`config.mk`:
```
export PLATFORM = sky130hd
export DESIGN_NAME = kickdown_switch_qualifier_unit
export DESIGN_NICKNAME = d
export VERILOG_FILES = /design/src/ksq_pkg.sv /design/src/kickdown_switch_qualifier_unit.sv /design/src/ksq_cfg_regs.sv /design/src/ksq_fsm.sv
export VERILOG_INCLUDE_DIRS = /design/src /design/src/src
export SDC_FILE = /design/constraint.sdc
export NUM_CORES = 1
export LEC_CHECK = 0
export BUFFER_PORTS_ARGS = -buffer_cell sky130_fd_sc_hd__buf_2
export CAP_MARGIN = 20
export CELL_PAD_IN_SITES_DETAIL_PLACEMENT = 0
export CELL_PAD_IN_SITES_GLOBAL_PLACEMENT = 1
export CORE_UTILIZATION = 35
export CTS_CLUSTER_DIAMETER = 150
export DETAILED_ROUTE_END_ITERATION = 10
export GPL_ROUTABILITY_DRIVEN = 0
export GPL_TIMING_DRIVEN = 0
export PLACE_DENSITY = 0.66
export SETUP_SLACK_MARGIN = 0.02
export SLEW_MARGIN = 20
export SYNTH_ARGS = -nofsm -noshare
export SYNTH_HDL_FRONTEND = slang
export SYNTH_SLANG_ARGS = --single-unit
```
`constraint.sdc`:
```
create_clock -name clk -period 3.34 [get_ports clk]
set_input_delay 0.501 -clock clk [delete_from_list [all_inputs] [get_ports clk]]
set_output_delay 0.501 -clock clk [all_outputs]
set_load 0.01 [all_outputs]
```
`src/kickdown_switch_qualifier_unit_macros.svh`:
```
// assertion helpers for the kickdown switch qualifier
`ifndef KICKDOWN_SWITCH_QUALIFIER_UNIT_MACROS_SVH
`define KICKDOWN_SWITCH_QUALIFIER_UNIT_MACROS_SVH

`ifndef NO_ASSERTIONS

// same-cycle implication, disabled while in reset
`define KSQ_ASSERT_IMPL(label, clk, rst_n, ante, cons) \
    label: assert property (@(posedge clk) disable iff (!rst_n) (ante) |-> (cons)) \
        else $error("assertion failed");

// next-cycle implication, disabled while in reset
`define KSQ_ASSERT_NEXT(label, clk, rst_n, ante, cons) \
    label: assert property (@(posedge clk) disable iff (!rst_n) (ante) |=> (cons)) \
        else $error("assertion failed");

`else

`define KSQ_ASSERT_IMPL(label, clk, rst_n, ante, cons)
`define KSQ_ASSERT_NEXT(label, clk, rst_n, ante, cons)

`endif

`endif

```
`src/ksq_pkg.sv`:
```
package ksq_pkg;

    localparam int CNT_W      = 16;
    localparam int CONF_W     = 8;
    localparam int POS_W      = 16;
    localparam int CFG_IDX_W  = 3;
    localparam int CFG_DATA_W = 16;
    localparam int IN_DATA_W  = 24;
    localparam int OUT_DATA_W = 8;

    localparam logic [CNT_W-1:0] CNT_MAX = {CNT_W{1'b1}};

    // configuration register indexes
    localparam logic [CFG_IDX_W-1:0] REG_CONFIRM_HIGH = 3'd0;
    localparam logic [CFG_IDX_W-1:0] REG_CONFIRM_LOW  = 3'd1;
    localparam logic [CFG_IDX_W-1:0] REG_FAULT_CONF   = 3'd2;
    localparam logic [CFG_IDX_W-1:0] REG_REHAB        = 3'd3;
    localparam logic [CFG_IDX_W-1:0] REG_THRESH_HIGH  = 3'd4;
    localparam logic [CFG_IDX_W-1:0] REG_THRESH_LOW   = 3'd5;

    typedef enum logic [2:0] {
        ST_STBL_HI = 3'd0,
        ST_TR_HI   = 3'd1,
        ST_TR_INV  = 3'd2,
        ST_TR_LO   = 3'd3,
        ST_STBL_LO = 3'd4,
        ST_FLT_HI  = 3'd5,
        ST_FLT_INV = 3'd6,
        ST_FLT_LO  = 3'd7
    } ksq_state_t;

    typedef struct packed {
        logic [CONF_W-1:0] confirm_high_count;
        logic [CONF_W-1:0] confirm_low_count;
        logic [CONF_W-1:0] fault_confirm_count;
        logic [CONF_W-1:0] rehab_count;
        logic [POS_W-1:0]  pedal_threshold_high;
        logic [POS_W-1:0]  pedal_threshold_low;
    } ksq_cfg_t;

    typedef struct packed {
        logic valid_high;
        logic valid_low;
        logic push_inhibit;
    } ksq_sw_t;

    typedef struct packed {
        ksq_state_t state;
        logic       pressed;
    } ksq_fsm_out_t;

    function automatic logic [CNT_W-1:0] sat_inc(input logic [CNT_W-1:0] v);
        return (v == CNT_MAX) ? v : v + {{(CNT_W-1){1'b0}}, 1'b1};
    endfunction

endpackage

```
`src/kickdown_switch_qualifier_unit.sv`:
```
// kickdown switch qualifier
//
// s_axis carries one switch sample per beat: validity bits, push inhibit,
// pedal position and the coherence controls. m_axis returns one result beat
// per input beat, in order: qualified sensor state, pressed flag and the
// coherence fault. cfg writes one of six registers by index; indexes past the
// list are taken and dropped. cfg_ready is always high; writes are to be
// made only while no beat is in flight; the block does not enforce this.
//
// an input beat passes the input register, then the state update and result
// register. throughput: one beat per cycle while m_axis_tready drains the
// result register; the state machine update is a single pass of compares and
// a saturating 16-bit increment, so one beat can follow the next with no gap.
//
// reset: state machine in transient invalid, counters and pressed flag clear,
// registers at their defaults, both channels empty.
// stall: with m_axis_tready low the result register holds and the input
// register, if empty, still takes one more beat before s_axis_tready drops.
`include "kickdown_switch_qualifier_unit_macros.svh"

module kickdown_switch_qualifier_unit
    import ksq_pkg::*;
(
    input  logic                  clk,
    input  logic                  rst_n,

    input  logic                  s_axis_tvalid,
    output logic                  s_axis_tready,
    // [0] valid_high, [1] valid_low, [2] push_inhibit, [18:3] pedal_position,
    // [19] coherence_inhibit, [20] coherence_force, [23:21] zero
    input  logic [IN_DATA_W-1:0]  s_axis_tdata,

    output logic                  m_axis_tvalid,
    input  logic                  m_axis_tready,
    // [2:0] sensor_state, [3] hard_point_pressed, [4] coherence_fault, [7:5] zero
    output logic [OUT_DATA_W-1:0] m_axis_tdata,

    input  logic                  cfg_valid,
    output logic                  cfg_ready,
    input  logic [CFG_IDX_W-1:0]  cfg_index,
    input  logic [CFG_DATA_W-1:0] cfg_data
);

    ksq_cfg_t     cfg;
    ksq_fsm_out_t nxt;
    ksq_sw_t      sw;

    // input stage
    logic                 in_valid_reg;
    logic [IN_DATA_W-1:0] in_data_reg;

    // result stage
    logic                  out_valid_reg;
    logic [OUT_DATA_W-1:0] out_data_reg, out_data_next;

    logic             step;
    logic [POS_W-1:0] pos;
    logic             coh_inh, coh_force, mismatch, coh_fault;

    // the result register frees up when empty or being drained this cycle
    assign step          = in_valid_reg && (!out_valid_reg || m_axis_tready);
    assign s_axis_tready = !in_valid_reg || step;

    assign sw.valid_high   = in_data_reg[0];
    assign sw.valid_low    = in_data_reg[1];
    assign sw.push_inhibit = in_data_reg[2];
    assign pos             = in_data_reg[18:3];
    assign coh_inh         = in_data_reg[19];
    assign coh_force       = in_data_reg[20];

    ksq_cfg_regs u_cfg
    (
        .clk       (clk),
        .rst_n     (rst_n),
        .cfg_valid (cfg_valid),
        .cfg_ready (cfg_ready),
        .cfg_index (cfg_index),
        .cfg_data  (cfg_data),
        .cfg       (cfg)
    );

    ksq_fsm u_fsm
    (
        .clk   (clk),
        .rst_n (rst_n),
        .step  (step),
        .sw    (sw),
        .cfg   (cfg),
        .nxt   (nxt)
    );

    // coherence check uses the pressed flag after this beat's update
    assign mismatch  = (nxt.pressed && (pos < cfg.pedal_threshold_high)) ||
                       (!nxt.pressed && (pos > cfg.pedal_threshold_low));
    assign coh_fault = coh_force || (mismatch && !coh_inh);

    assign out_data_next = {3'b000, coh_fault, nxt.pressed, nxt.state};

    always_ff @(posedge clk or negedge rst_n)
    begin
        if (!rst_n)
        begin
            in_valid_reg  <= 1'b0;
            out_valid_reg <= 1'b0;
        end
        else
        begin
            if (s_axis_tready)
            begin
                in_valid_reg <= s_axis_tvalid;
            end
            if (step)
            begin
                out_valid_reg <= 1'b1;
            end
            else if (m_axis_tready)
            begin
                out_valid_reg <= 1'b0;
            end
        end
    end

    always_ff @(posedge clk)
    begin
        if (s_axis_tready && s_axis_tvalid)
        begin
            in_data_reg <= s_axis_tdata;
        end
        if (step)
        begin
            out_data_reg <= out_data_next;
        end
    end

    assign m_axis_tvalid = out_valid_reg;
    assign m_axis_tdata  = out_data_reg;

    // a processed beat always lands in the result register
    `KSQ_ASSERT_NEXT(a_step_out, clk, rst_n, step, out_valid_reg)
    // a waiting beat that cannot move stays in the input register
    `KSQ_ASSERT_NEXT(a_in_hold, clk, rst_n, in_valid_reg && !step, in_valid_reg)
    // a stalled result is never overwritten
    `KSQ_ASSERT_IMPL(a_no_overwrite, clk, rst_n, out_valid_reg && !m_axis_tready, !step)

endmodule

```
`src/ksq_cfg_regs.sv`:
```
module ksq_cfg_regs
    import ksq_pkg::*;
(
    input  logic                  clk,
    input  logic                  rst_n,
    input  logic                  cfg_valid,
    output logic                  cfg_ready,
    input  logic [CFG_IDX_W-1:0]  cfg_index,
    input  logic [CFG_DATA_W-1:0] cfg_data,
    output ksq_cfg_t              cfg
);

    ksq_cfg_t cfg_reg;
    ksq_cfg_t cfg_next;

    assign cfg_ready = 1'b1;
    assign cfg       = cfg_reg;

    always_comb
    begin
        cfg_next = cfg_reg;
        if (cfg_valid)
        begin
            unique case (cfg_index)
                REG_CONFIRM_HIGH: cfg_next.confirm_high_count   = cfg_data[CONF_W-1:0];
                REG_CONFIRM_LOW:  cfg_next.confirm_low_count    = cfg_data[CONF_W-1:0];
                REG_FAULT_CONF:   cfg_next.fault_confirm_count  = cfg_data[CONF_W-1:0];
                REG_REHAB:        cfg_next.rehab_count          = cfg_data[CONF_W-1:0];
                REG_THRESH_HIGH:  cfg_next.pedal_threshold_high = cfg_data[POS_W-1:0];
                REG_THRESH_LOW:   cfg_next.pedal_threshold_low  = cfg_data[POS_W-1:0];
                default:          cfg_next = cfg_reg;
            endcase
        end
    end

    always_ff @(posedge clk or negedge rst_n)
    begin
        if (!rst_n)
        begin
            cfg_reg.confirm_high_count   <= 8'd3;
            cfg_reg.confirm_low_count    <= 8'd3;
            cfg_reg.fault_confirm_count  <= 8'd10;
            cfg_reg.rehab_count          <= 8'd5;
            cfg_reg.pedal_threshold_high <= 16'd0;
            cfg_reg.pedal_threshold_low  <= 16'hFFFF;
        end
        else
        begin
            cfg_reg <= cfg_next;
        end
    end

endmodule

```
`src/ksq_fsm.sv`:
```
`include "kickdown_switch_qualifier_unit_macros.svh"

module ksq_fsm
    import ksq_pkg::*;
(
    input  logic         clk,
    input  logic         rst_n,
    input  logic         step,
    input  ksq_sw_t      sw,
    input  ksq_cfg_t     cfg,
    output ksq_fsm_out_t nxt
);

    ksq_state_t       state_reg, state_next;
    logic [CNT_W-1:0] chg_cnt_reg, chg_cnt_next;
    logic [CNT_W-1:0] flt_cnt_reg, flt_cnt_next;
    logic             pressed_reg, pressed_next;

    logic [CNT_W-1:0] chg_inc, flt_inc;
    logic             flt_confirmed, hi_confirmed, lo_confirmed, rehab_done;
    logic             vh, vl;

    assign vh      = sw.valid_high;
    assign vl      = sw.valid_low;
    assign chg_inc = sat_inc(chg_cnt_reg);
    assign flt_inc = sat_inc(flt_cnt_reg);

    assign flt_confirmed = flt_cnt_reg >= {{(CNT_W-CONF_W){1'b0}}, cfg.fault_confirm_count};
    assign hi_confirmed  = chg_cnt_reg >= {{(CNT_W-CONF_W){1'b0}}, cfg.confirm_high_count};
    assign lo_confirmed  = chg_cnt_reg >= {{(CNT_W-CONF_W){1'b0}}, cfg.confirm_low_count};
    assign rehab_done    = chg_cnt_reg >= {{(CNT_W-CONF_W){1'b0}}, cfg.rehab_count};

    always_comb
    begin
        state_next   = state_reg;
        chg_cnt_next = chg_cnt_reg;
        flt_cnt_next = flt_cnt_reg;
        pressed_next = pressed_reg;

        unique case (state_reg)
            ST_STBL_HI:
            begin
                if (vl)
                begin
                    state_next   = ST_TR_LO;
                    chg_cnt_next = chg_inc;
                    flt_cnt_next = flt_inc;
                end
                else if (!vh)
                begin
                    state_next   = ST_TR_INV;
                    chg_cnt_next = '0;
                    flt_cnt_next = flt_inc;
                end
            end
            ST_TR_HI:
            begin
                if (flt_confirmed)
                begin
                    pressed_next = 1'b0;
                    flt_cnt_next = '0;
                    state_next   = vh ? ST_FLT_HI : (vl ? ST_FLT_LO : ST_FLT_INV);
                    chg_cnt_next = (vh || vl) ? CNT_W'(1) : '0;
                end
                else if (vl)
                begin
                    state_next   = ST_TR_LO;
                    chg_cnt_next = CNT_W'(1);
                    flt_cnt_next = flt_inc;
                end
                else if (!vh)
                begin
                    state_next   = ST_TR_INV;
                    chg_cnt_next = '0;
                    flt_cnt_next = flt_inc;
                end
                else if (hi_confirmed)
                begin
                    state_next   = ST_STBL_HI;
                    pressed_next = 1'b0;
                    chg_cnt_next = '0;
                    flt_cnt_next = '0;
                end
                else
                begin
                    chg_cnt_next = chg_inc;
                    flt_cnt_next = flt_inc;
                end
            end
            ST_TR_INV:
            begin
                if (flt_confirmed)
                begin
                    pressed_next = 1'b0;
                    flt_cnt_next = '0;
                    state_next   = vh ? ST_FLT_HI : (vl ? ST_FLT_LO : ST_FLT_INV);
                    chg_cnt_next = (vh || vl) ? CNT_W'(1) : '0;
                end
                else
                begin
                    flt_cnt_next = flt_inc;
                    if (vh)
                    begin
                        state_next   = ST_TR_HI;
                        chg_cnt_next = CNT_W'(1);
                    end
                    else if (vl)
                    begin
                        state_next   = ST_TR_LO;
                        chg_cnt_next = CNT_W'(1);
                    end
                    else
                    begin
                        chg_cnt_next = '0;
                    end
                end
            end
            ST_TR_LO:
            begin
                if (flt_confirmed)
                begin
                    pressed_next = 1'b0;
                    flt_cnt_next = '0;
                    state_next   = vh ? ST_FLT_HI : (vl ? ST_FLT_LO : ST_FLT_INV);
                    chg_cnt_next = (vh || vl) ? CNT_W'(1) : '0;
                end
                else if (vh)
                begin
                    state_next   = ST_TR_HI;
                    chg_cnt_next = CNT_W'(1);
                    flt_cnt_next = flt_inc;
                end
                else if (!vl)
                begin
                    state_next   = ST_TR_INV;
                    chg_cnt_next = '0;
                    flt_cnt_next = flt_inc;
                end
                else if (lo_confirmed && !sw.push_inhibit)
                begin
                    state_next   = ST_STBL_LO;
                    pressed_next = 1'b1;
                    chg_cnt_next = '0;
                    flt_cnt_next = '0;
                end
                else
                begin
                    chg_cnt_next = chg_inc;
                    flt_cnt_next = flt_inc;
                end
            end
            ST_STBL_LO:
            begin
                if (vh)
                begin
                    state_next   = ST_TR_HI;
                    chg_cnt_next = chg_inc;
                    flt_cnt_next = flt_inc;
                end
                else if (!vl)
                begin
                    state_next   = ST_TR_INV;
                    chg_cnt_next = '0;
                    flt_cnt_next = flt_inc;
                end
            end
            ST_FLT_HI:
            begin
                flt_cnt_next = '0;
                if (rehab_done && vh)
                begin
                    state_next   = ST_STBL_HI;
                    pressed_next = 1'b0;
                    chg_cnt_next = '0;
                end
                else if (vl)
                begin
                    state_next   = ST_FLT_LO;
                    pressed_next = 1'b0;
                    chg_cnt_next = CNT_W'(1);
                end
                else if (!vh)
                begin
                    state_next   = ST_FLT_INV;
                    pressed_next = 1'b0;
                    chg_cnt_next = '0;
                end
                else
                begin
                    chg_cnt_next = chg_inc;
                end
            end
            ST_FLT_INV:
            begin
                if (vh || vl)
                begin
                    state_next   = vh ? ST_FLT_HI : ST_FLT_LO;
                    pressed_next = 1'b0;
                    chg_cnt_next = chg_inc;
                    flt_cnt_next = '0;
                end
            end
            ST_FLT_LO:
            begin
                flt_cnt_next = '0;
                if (rehab_done && vl)
                begin
                    state_next   = ST_STBL_LO;
                    pressed_next = 1'b1;
                    chg_cnt_next = '0;
                end
                else if (vh)
                begin
                    state_next   = ST_FLT_HI;
                    pressed_next = 1'b0;
                    chg_cnt_next = CNT_W'(1);
                end
                else if (!vl)
                begin
                    state_next   = ST_FLT_INV;
                    pressed_next = 1'b0;
                    chg_cnt_next = '0;
                end
                else
                begin
                    chg_cnt_next = chg_inc;
                end
            end
            default:
            begin
                state_next = state_reg;
            end
        endcase
    end

    assign nxt.state   = state_next;
    assign nxt.pressed = pressed_next;

    always_ff @(posedge clk or negedge rst_n)
    begin
        if (!rst_n)
        begin
            state_reg   <= ST_TR_INV;
            chg_cnt_reg <= '0;
            flt_cnt_reg <= '0;
            pressed_reg <= 1'b0;
        end
        else if (step)
        begin
            state_reg   <= state_next;
            chg_cnt_reg <= chg_cnt_next;
            flt_cnt_reg <= flt_cnt_next;
            pressed_reg <= pressed_next;
        end
    end

    // fault counter only runs in the transient states
    `KSQ_ASSERT_IMPL(a_flt_cnt_idle, clk, rst_n,
        state_reg == ST_STBL_HI || state_reg == ST_STBL_LO || state_reg == ST_FLT_HI ||
        state_reg == ST_FLT_INV || state_reg == ST_FLT_LO, flt_cnt_reg == '0)
    // pressed flag agrees with the stable and fault states
    `KSQ_ASSERT_IMPL(a_pressed_lo, clk, rst_n, state_reg == ST_STBL_LO, pressed_reg)
    `KSQ_ASSERT_IMPL(a_released, clk, rst_n,
        state_reg == ST_STBL_HI || state_reg == ST_FLT_HI || state_reg == ST_FLT_INV ||
        state_reg == ST_FLT_LO, !pressed_reg)
    // a clean high reading keeps stable high
    `KSQ_ASSERT_NEXT(a_hold_hi, clk, rst_n,
        step && state_reg == ST_STBL_HI && vh && !vl, state_reg == ST_STBL_HI)

endmodule

```
==> impl_metrics.json, run 1 <==
{
  "outcome": "finished, final reports clean",
  "drtAntennaViolNets": 0,
  "cts.sinks": 128,
  "p_per_area_nw_per_um2": 641.6,
  "drt-initial-drc-count": 285,
  "die_y_microns": 146.9,
  "setup_tns_ps": 0,
  "wirelength_mm": 17.82,
  "p_leak_nw": 3.840,
  "grtUsageTotal": 0.1770,
  "ys_types": 70,
  "nFillCells": 2016,
  "slew-limit-headroom": 0.5236,
  "cts_root_buf": "clkbuf_16",
  "worstSetupStartpointType": "register",
  "cts.htree.levels": 4,
  "synth_top_family_by_area": "simple AND/OR/NAND/NOR gates",
  "synth_edf_count": 26,
  "cts_buffer_depth": 2,
  "layout-drive-gt1-share": 0.1981,
  "io_buffers": 51,
  "wl_per_cell_microns": 16.23,
  "slowest_delay_ps": 630,
  "cp-end-kind": "register",
  "grt_overflow_total": 0,
  "synth_seq_area_share": 0.4580,
  "period_minus_slack_ps": 3135,
  "ys_seq_elements": 128,
  "synth-warning-count": 0,
  "nets": 928,
  "synth_ff_type": "dfrtp_1",
  "row_count": 52,
  "crit_slowest_cell": "o41ai_2",
  "via_per_inst": 5.104,
  "syn_area_sq_um": 7346,
  "dp_hpwl_mm": 13.12,
  "area_growth_pct": 16.56,
  "hold-worst-slack_ps": 246.4,
  "grt_max_degree": 67,
  "async_reset_ff_frac": 0.7969,
  "die-area_sq_um": 21570,
  "cp_max_fo": 7,
  "cp_data_required_time_ps": 3510,
  "crit_start": "u_cfg.cfg[41]$_DFFE_PN1P_",
  "synth-xor-area-share": 0.02742,
  "cts_buffers": 17,
  "clock.fmax_mhz": 319.0,
  "worst-setup-path-type": "register to register",
  "synth-simple-area-share": 0.1513,
  "cap_violations": 0,
  "reg2reg_from": "u_cfg.cfg[41]$_DFFE_PN1P_",
  "ys_top_cells_by_area": "dfrtp_1, ha_1, edfxtp_1",
  "synth_compound_area_frac": 0.1480,
  "grt_pass1_wl_mm": 29.65,
  "design.core.area_sq_um": 20430,
  "drv_slew": 0,
  "postCtsSetupBuffers": 0,
  "cts_tree": "done",
  "hold_path_class": "primary input to register",
  "largest_reg_flops": 64,
  "min_from": "s_axis_tdata[10]",
  "muxShareOfSynthArea": 0.05076,
  "yosys.area.top_type_share": 0.2623,
  "start_util": 0.3596,
  "die_x_microns": 146.9,
  "synth_top_cell_by_area": "dfrtp_1",
  "clk_pin_slew_worst_paths_ps": 70,
  "fin_skew_ps": 10.64,
  "synth_fa_ha_area_frac": 0.1107,
  "arrival_ps": 3310,
  "vias": 5604,
  "hold_violations": 0,
  "critPathTopFamily": "compound AO/OA/AOI/OAI gates",
  "critPathBufInv": 1,
  "tightest_slew_ps": 713.0,
  "diodes": 0,
  "rsz0062_at_grt": "false",
  "drt_pre_antenna_iters": 4,
  "grt_pass1_vias": 5638,
  "clk_latency_ps": 420,
  "ios": 59,
  "cp_cell_sequence": "inv_1 -> ha_1 -> o211ai_1 -> a21oi_1 -> o41ai_2 -> nand2_1 -> a221oi_2 -> a31oi_2 -> mux2_4",
  "drc": 0,
  "synth_area_per_cell_sq_um": 9.913,
  "antenna_found_initial": 0,
  "postLayoutCoreUtil": 0.4191,
  "syn_inst": 741,
  "setup_violations": 0,
  "vdd_ir_drop_max_uv": 346.7,
  "fin_crit_sh": 0.9387
}
## cells in the mapped netlist (all sizes together), types with 4 or more instances
master    n
o21a      6
nor2     63
nand2    64
o21ai    61
ha       65
nor4      5
a31oi    10
nand2b   12
nand4    19
nor3     12
edfxtp   26
a2111oi   6
o31ai     4
inv      70
a21o      5
and4      4
o211ai    7
and3      8
a211oi    5
mux2     31
dfstp    25
a21oi    31
nand3    25
clkbuf   17
dfrtp    77
xor2     18
buf      10
xnor2     5
and2      6
## power by group
group          total (W)  switching (W)  internal (W)
combinational    0.00162       0.000969      0.000647
clock            0.00181       0.000754       0.00105
sequential       0.00207       0.000156       0.00191
## kinds of logic after synthesis
group                    Yosys count
adder cells (fa/ha/maj)           65
AO/OA/AOI/OAI                    163
buffers and inverters             98
flip-flops                       128
AND/OR/NAND/NOR                  229
XOR/XNOR                          23
multiplexers                      33
other                              2
## per-layer routing
metal  vias up  GRT usage  wire length [microns]
li1       2788          -                      -
met1      2704     0.2463                   8741
met2        96     0.2770                   8251
met3        16    0.03634                    635
met4         0    0.05156                    191
met5         -          0                      0
## cell type report
cell class                 count  area [sq um]  share of cell area
inverter                      71         266.5             0.03113
multi-input combinational    517          3605              0.4210
clock buffer                  18         439.2             0.05129
tap                          270         337.8             0.03946
timing repair buffer          53         299.0             0.03493
clock inverter                14         128.9             0.01505
buffer                        27         121.4             0.01418
sequential                   128          3364              0.3930
## timing repair
action / 4_1_cts / 5_1_grt
setup endpoints to repair: 0 / 1
hold buffers: 1 / 0
hold endpoints to repair: 14 / 0
resized for setup: 0 / 2
## worst reg2reg max path, cell delays in order (launching register included)
cell and delay [ps]:
dfstp_2 510, inv_1 50, ha_1 280, o211ai_1 160, a21oi_1 80, o41ai_2 630, nand2_1 360, a221oi_2 360
a31oi_2 120, mux2_4 340
## cells in the final DEF (no fill, tap or decap), types with 4 or more instances in the layout
master / synthesis / layout
inv_1: 70 / 70
xor2_1: 18 / 18
a31oi_1: 8 / 8
nor2_1: 62 / 62
nand4_1: 19 / 19
nand2_1: 64 / 64
and3_1: 8 / 8
o21a_1: 6 / 6
clkbuf_16: 0 / 17
and2_1: 6 / 5
o211ai_1: 7 / 7
nand2b_1: 12 / 12
ha_1: 65 / 65
mux2_2: 30 / 30
conb_1: 2 / 4
buf_4: 4 / 4
dfstp_2: 25 / 25
a211oi_1: 5 / 5
a21o_1: 5 / 5
o31ai_1: 4 / 4
nand3_1: 25 / 25
inv_6: 0 / 6
o21ai_0: 58 / 58
nor3_1: 12 / 12
xnor2_1: 5 / 5
edfxtp_1: 26 / 26
a21oi_1: 31 / 31
buf_2: 3 / 53
and4_1: 4 / 4
clkbuf_1: 16 / 16
dfrtp_1: 77 / 77
## metrics by stage
step | instance area (sq um) | std cells | setup slack, ps | total power, W
6_report | 8562 | 1098 | 204.8 | 0.005494
5_1_grt | 8562 | 1098 | 41.03 | 0.005875
4_1_cts | 8558 | 1098 | 162.3 | 0.005546
3_5_place_dp | 7980 | 1065 | 176.1 | 0.003706
3_3_place_gp | 7946 | 1064 | 192.2 | 0.003687
2_1_floorplan | 7353 | 743 | 696.2 | 0.003219
## worst paths after layout
check,slack [ps],cells past startpoint,to
max,200,9,m_axis_tdata[4]$_DFFE_PP_
min,250,1,in_data_reg[10]$_DFFE_PP_
max reg2reg,200,9,m_axis_tdata[4]$_DFFE_PP_
min reg2reg,490,1,m_axis_tvalid$_DFFE_PN0P_
max in group asynchronous,2090,3,u_cfg.cfg[15]$_DFFE_PN1P_
min in group asynchronous,560,2,u_cfg.cfg[52]$_DFFE_PN0P_
No activity file was read; power rests on OpenSTA's default activity.
==> inputs of run 2 (changes only) <==
Settings changed: RECOVER_POWER set to 50.
==> impl_metrics.json, run 2 (synthesis gave the netlist of run 1 again) <==
{
  "cts.sinks": 128,
  "antenna_found_initial": 0,
  "drtAntennaViolNets": 0,
  "drc": 0,
  "rsz0062_at_grt": "false",
  "min_from": "s_axis_tdata[10]",
  "layout-drive-gt1-share": 0.1944,
  "via_per_inst": 5.102,
  "slew-limit-headroom": -0.5501,
  "fin_ws_ps": 205.0,
  "final_common_cell": "dfrtp_1",
  "ff2ff_path_depth": 9,
  "layout_common_cells": "dfrtp_1, inv_1, ha_1",
  "placed_area_sq_um": 7980,
  "wl_met2_mm": 8.251,
  "area_growth_pct": 16.42,
  "diodes": 0,
  "nets": 928,
  "outcome": "finished, violations left",
  "postLayoutCoreUtil": 0.4186,
  "cts_buffers": 17,
  "grt_max_degree": 67,
  "cts.htree.levels": 4,
  "violations": "max-capacitance violations, max-slew violations",
  "vdd_ir_drop_max_uv": 346.7,
  "worstSetupStartpointType": "register",
  "drt_pre_antenna_iters": 5,
  "cp-endpoint": "m_axis_tdata[4]$_DFFE_PP_",
  "drt-initial-drc-count": 285,
  "p_per_area_nw_per_um2": 642.2,
  "setup_violations": 0,
  "ios": 59,
  "design.core.area_sq_um": 20430,
  "period_minus_slack_ps": 3135,
  "cts_buffer_depth": 2,
  "fin_skew_ps": 10.64,
  "clock.fmax_mhz": 319.0,
  "fin_crit_sh": 0.9386,
  "wl_per_cell_microns": 16.22,
  "vias": 5602,
  "largest_reg_flops": 64,
  "multiInputGateArea_sq_um": 3605,
  "grt_pass1_vias": 5638,
  "cp-end-kind": "register",
  "worst-setup-path-type": "register to register",
  "dp_hpwl_mm": 13.12,
  "io_buffers": 51,
  "row_count": 52,
  "register_area_sq_um": 3364,
  "cts_tree": "done",
  "cts_root_buf": "clkbuf_16",
  "die_y_microns": 146.9,
  "r2r_slack_ps": 210,
  "clk_latency_ps": 420,
  "tightest_slew_ps": 2325,
  "nFillCells": 2020,
  "wirelength_mm": 17.81,
  "grtUsageTotal": 0.1770,
  "power_w": 0.005492,
  "setup_tns_ps": 0,
  "rr_endpoint": "m_axis_tdata[4]$_DFFE_PP_",
  "p_leak_nw": 3.829,
  "clk_pin_slew_worst_paths_ps": 70,
  "wl_met3_microns": 625,
  "postCtsSetupBuffers": 0,
  "grt_pass1_wl_mm": 29.65,
  "crit_start": "u_cfg.cfg[41]$_DFFE_PN1P_",
  "reg2reg_from": "u_cfg.cfg[41]$_DFFE_PN1P_",
  "start_util": 0.3596,
  "hold_path_class": "primary input to register",
  "die_x_microns": 146.9,
  "drv_slew": 37,
  "cap_violations": 1,
  "hold_violations": 0,
  "cp_max_fo": 7,
  "cp_data_required_time_ps": 3510,
  "die-area_sq_um": 21570,
  "wl_met1_mm": 8.742,
  "maxUsedRoutingLayer": "met4",
  "place_ws_ps": 176.1,
  "design_area_sq_um": 8552,
  "grt_overflow_total": 0,
  "arrival_ps": 3310
}
## run 2: timing repair
action                     in CTS  in global routing
hold buffers                    1                  0
hold endpoints to repair       14                  0
gates resized for setup         0                  2
setup endpoints to repair       0                  1
## run 2: how the worst min path moves through the flow
| stage | endpoint | depth (start not counted) |
|---|---|---|
| 5_1_grt | in_data_reg[13]$_DFFE_PP_ | 1 |
| 2_1_floorplan | in_valid_reg$_DFFE_PN0N_ | 0 |
| 3_3_place_gp | m_axis_tvalid$_DFFE_PN0P_ | 1 |
| 3_5_place_dp | u_cfg.cfg[52]$_DFFE_PN0P_ | 1 |
| 4_1_cts | in_data_reg[10]$_DFFE_PP_ | 1 |
| 6_report | in_data_reg[10]$_DFFE_PP_ | 1 |
## run 2: report_power, final
group / switching, W / internal, W / total, W
Clock: 0.000754 / 0.00105 / 0.00181
Combinational: 0.000969 / 0.000646 / 0.00161
Sequential: 0.000156 / 0.00191 / 0.00207
## run 2: metrics by stage
step                      hold WS, ps  instances
after floorplan                 205.4        743
final                           246.4       1098
after detailed placement        444.8       1065
after CTS                       227.1       1098
after global placement          484.5       1064
after global routing            226.5       1098
## run 2: final cells by class
cell class / instances / share of cell area
sequential: 128 / 0.3934
tap: 270 / 0.03950
inverter: 71 / 0.03116
clock buffer: 18 / 0.05135
buffer: 27 / 0.01419
multi-input combinational: 517 / 0.4215
clock inverter: 14 / 0.01507
timing repair buffer: 53 / 0.03380
## run 2: routing by layer
metal,global-route usage,vias to the layer above
met5,0,-
met2,0.2770,93
li1,-,2788
met1,0.2463,2705
met3,0.03634,16
met4,0.05156,0
## run 2: worst max-delay path, cell delays in order, from the launching register on
cell	delay, ps
dfstp_2	510
inv_1	50
ha_1	280
o211ai_1	160
a21oi_1	80
o41ai_2	630
nand2_1	360
a221oi_2	360
a31oi_2	120
mux2_4	340
==> inputs of run 3 (changes only) <==
Settings changed: PLACE_DENSITY 0.66 to 0.71.
==> impl_metrics.json, run 3 (synthesis gave the netlist of run 1 again) <==
{
  "clk_pin_slew_worst_paths_ps": 70,
  "hold_violations": 0,
  "grt_pass1_wl_mm": 29.61,
  "wl_met1_mm": 9.261,
  "nets": 928,
  "clock.fmax_mhz": 314.6,
  "path_depth": 9,
  "drc": 0,
  "design.core.area_sq_um": 20430,
  "p_per_area_nw_per_um2": 647.1,
  "cp_cell_sequence": "inv_1 -> ha_1 -> o211ai_1 -> a21oi_1 -> o41ai_2 -> nand2_1 -> a221oi_2 -> a31oi_2 -> mux2_4",
  "worstSetupStartpointType": "register",
  "clk_latency_ps": 440,
  "cts_buffers": 17,
  "cp-end-kind": "register",
  "row_count": 52,
  "cp_max_fo": 7,
  "antenna_found_initial": 1,
  "fin_crit_sh": 0.9516,
  "crit_start": "u_cfg.cfg[41]$_DFFE_PN1P_",
  "ios": 59,
  "cap_violations": 1,
  "tightest_slew_ps": 2431,
  "power_w": 0.005548,
  "sequentialPowerShare": 0.372,
  "intPower_w": 0.003663,
  "setup_violations": 0,
  "drt_pre_antenna_iters": 5,
  "io_buffers": 51,
  "wirelength_mm": 17.84,
  "power_frac_clock": 0.339,
  "drt-initial-drc-count": 214,
  "die-area_sq_um": 21570,
  "setup_tns_ps": 0,
  "start_util": 0.3596,
  "critPathBufInv": 1,
  "p_sw_frac": 0.3397,
  "maxUsedRoutingLayer": "met4",
  "r2r_slack_ps": 160,
  "cp_data_required_time_ps": 3520,
  "cts_buffer_depth": 2,
  "hold_path_class": "primary input to register",
  "p_leak_nw": 3.834,
  "p_sw_w": 0.001885,
  "holdPathStages": 1,
  "final_common_cell": "dfrtp_1",
  "outcome": "finished, violations left",
  "dp_hpwl_mm": 12.99,
  "placed_cells": 1065,
  "critPathTopFamily": "compound AO/OA/AOI/OAI gates",
  "wl_per_cell_microns": 16.23,
  "crit_slowest_cell": "o41ai_2",
  "cts.htree.levels": 4,
  "worst-setup-path-type": "register to register",
  "stdcell_count": 1099,
  "largest_reg_flops": 64,
  "wl_met3_microns": 506,
  "area_growth_pct": 16.71,
  "wl_met2_mm": 7.838,
  "reg2reg_from": "u_cfg.cfg[41]$_DFFE_PN1P_",
  "cts_root_buf": "clkbuf_16",
  "placed_area_sq_um": 7980,
  "layout-drive-gt1-share": 0.1932,
  "rsz0062_at_grt": "false",
  "cts.sinks": 128,
  "ff2ff_path_depth": 9,
  "fin_skew_ps": 11.92,
  "grt_pass1_vias": 5529,
  "die_y_microns": 146.9,
  "violations": "max-capacitance violations, max-slew violations",
  "grtUsageTotal": 0.1777,
  "grt_overflow_total": 0,
  "vias": 5552,
  "period_minus_slack_ps": 3178,
  "design_area_sq_um": 8573,
  "vdd_ir_drop_max_uv": 332.1,
  "cts_tree": "done",
  "arrival_ps": 3360,
  "slowest_delay_ps": 640,
  "min_from": "s_axis_tdata[12]",
  "postCtsSetupBuffers": 0,
  "grt_max_degree": 64,
  "layout_common_cells": "dfrtp_1, inv_1, ha_1",
  "via_per_inst": 5.052,
  "slew-limit-headroom": -0.6209,
  "drv_slew": 40,
  "die_x_microns": 146.9,
  "drtAntennaViolNets": 0,
  "p_comb_frac": 0.289,
  "hold-worst-slack_ps": 234.8
}
-- run 3: cell type report --
| type | count | area [sq um] |
|---|---|---|
| fill | 2027 | 11860 |
| multi-input combinational | 517 | 3602 |
| sequential | 128 | 3364 |
| clock buffer | 18 | 429.2 |
| tap | 270 | 337.8 |
| timing repair buffer | 53 | 289.0 |
| inverter | 71 | 266.5 |
| clock inverter | 14 | 160.2 |
| buffer | 27 | 121.4 |
| antenna | 1 | 2.502 |
-- run 3: final timing paths --
check                                            endpoint
worst max-delay path            m_axis_tdata[4]$_DFFE_PP_
worst min-delay path            in_data_reg[12]$_DFFE_PP_
max in group asynchronous       u_cfg.cfg[52]$_DFFE_PN0P_
min in group asynchronous       u_cfg.cfg[38]$_DFFE_PN0P_
worst max register to register  m_axis_tdata[4]$_DFFE_PP_
worst min register to register  m_axis_tvalid$_DFFE_PN0P_
-- run 3: metal layers --
layer  track usage  vias up
li1              -     2789
met3       0.03758       20
met2        0.2652       94
met5             0        -
met1        0.2535     2649
met4       0.06250        0
-- run 3: power groups by stage --
stage | Clock (W) | Combinational, W | Sequential [W]
final | 0.00188 | 0.00160 | 0.00206
after global routing | 0.00198 | 0.00181 | 0.00210
after CTS | 0.00193 | 0.00161 | 0.00206
after detailed placement | 0 | 0.00159 | 0.00209
after global placement | 0 | 0.00158 | 0.00208
after floorplan | 0 | 0.00116 | 0.00206
-- run 3: worst register-to-register path: cells and delay by family, from the launching register on --
family	cells	cell delay [ps]
mux	1	350
simple gates	1	380
fa+ha+maj	1	280
compound gates	5	1360
buf+inv	1	40
flops	1	510
-- run 3: repair_timing --
item                      CTS  global route
hold buffers                1             0
resized for setup           0             0
hold endpoints to repair    8             0
-- run 3: per-stage QoR --
step	util	setup WS, ps
2_1_floorplan	-	696.2
3_3_place_gp	0.3890	238.6
3_5_place_dp	0.3906	204.4
4_1_cts	0.4200	197.9
5_1_grt	0.4196	72.99
6_report	0.4196	161.6
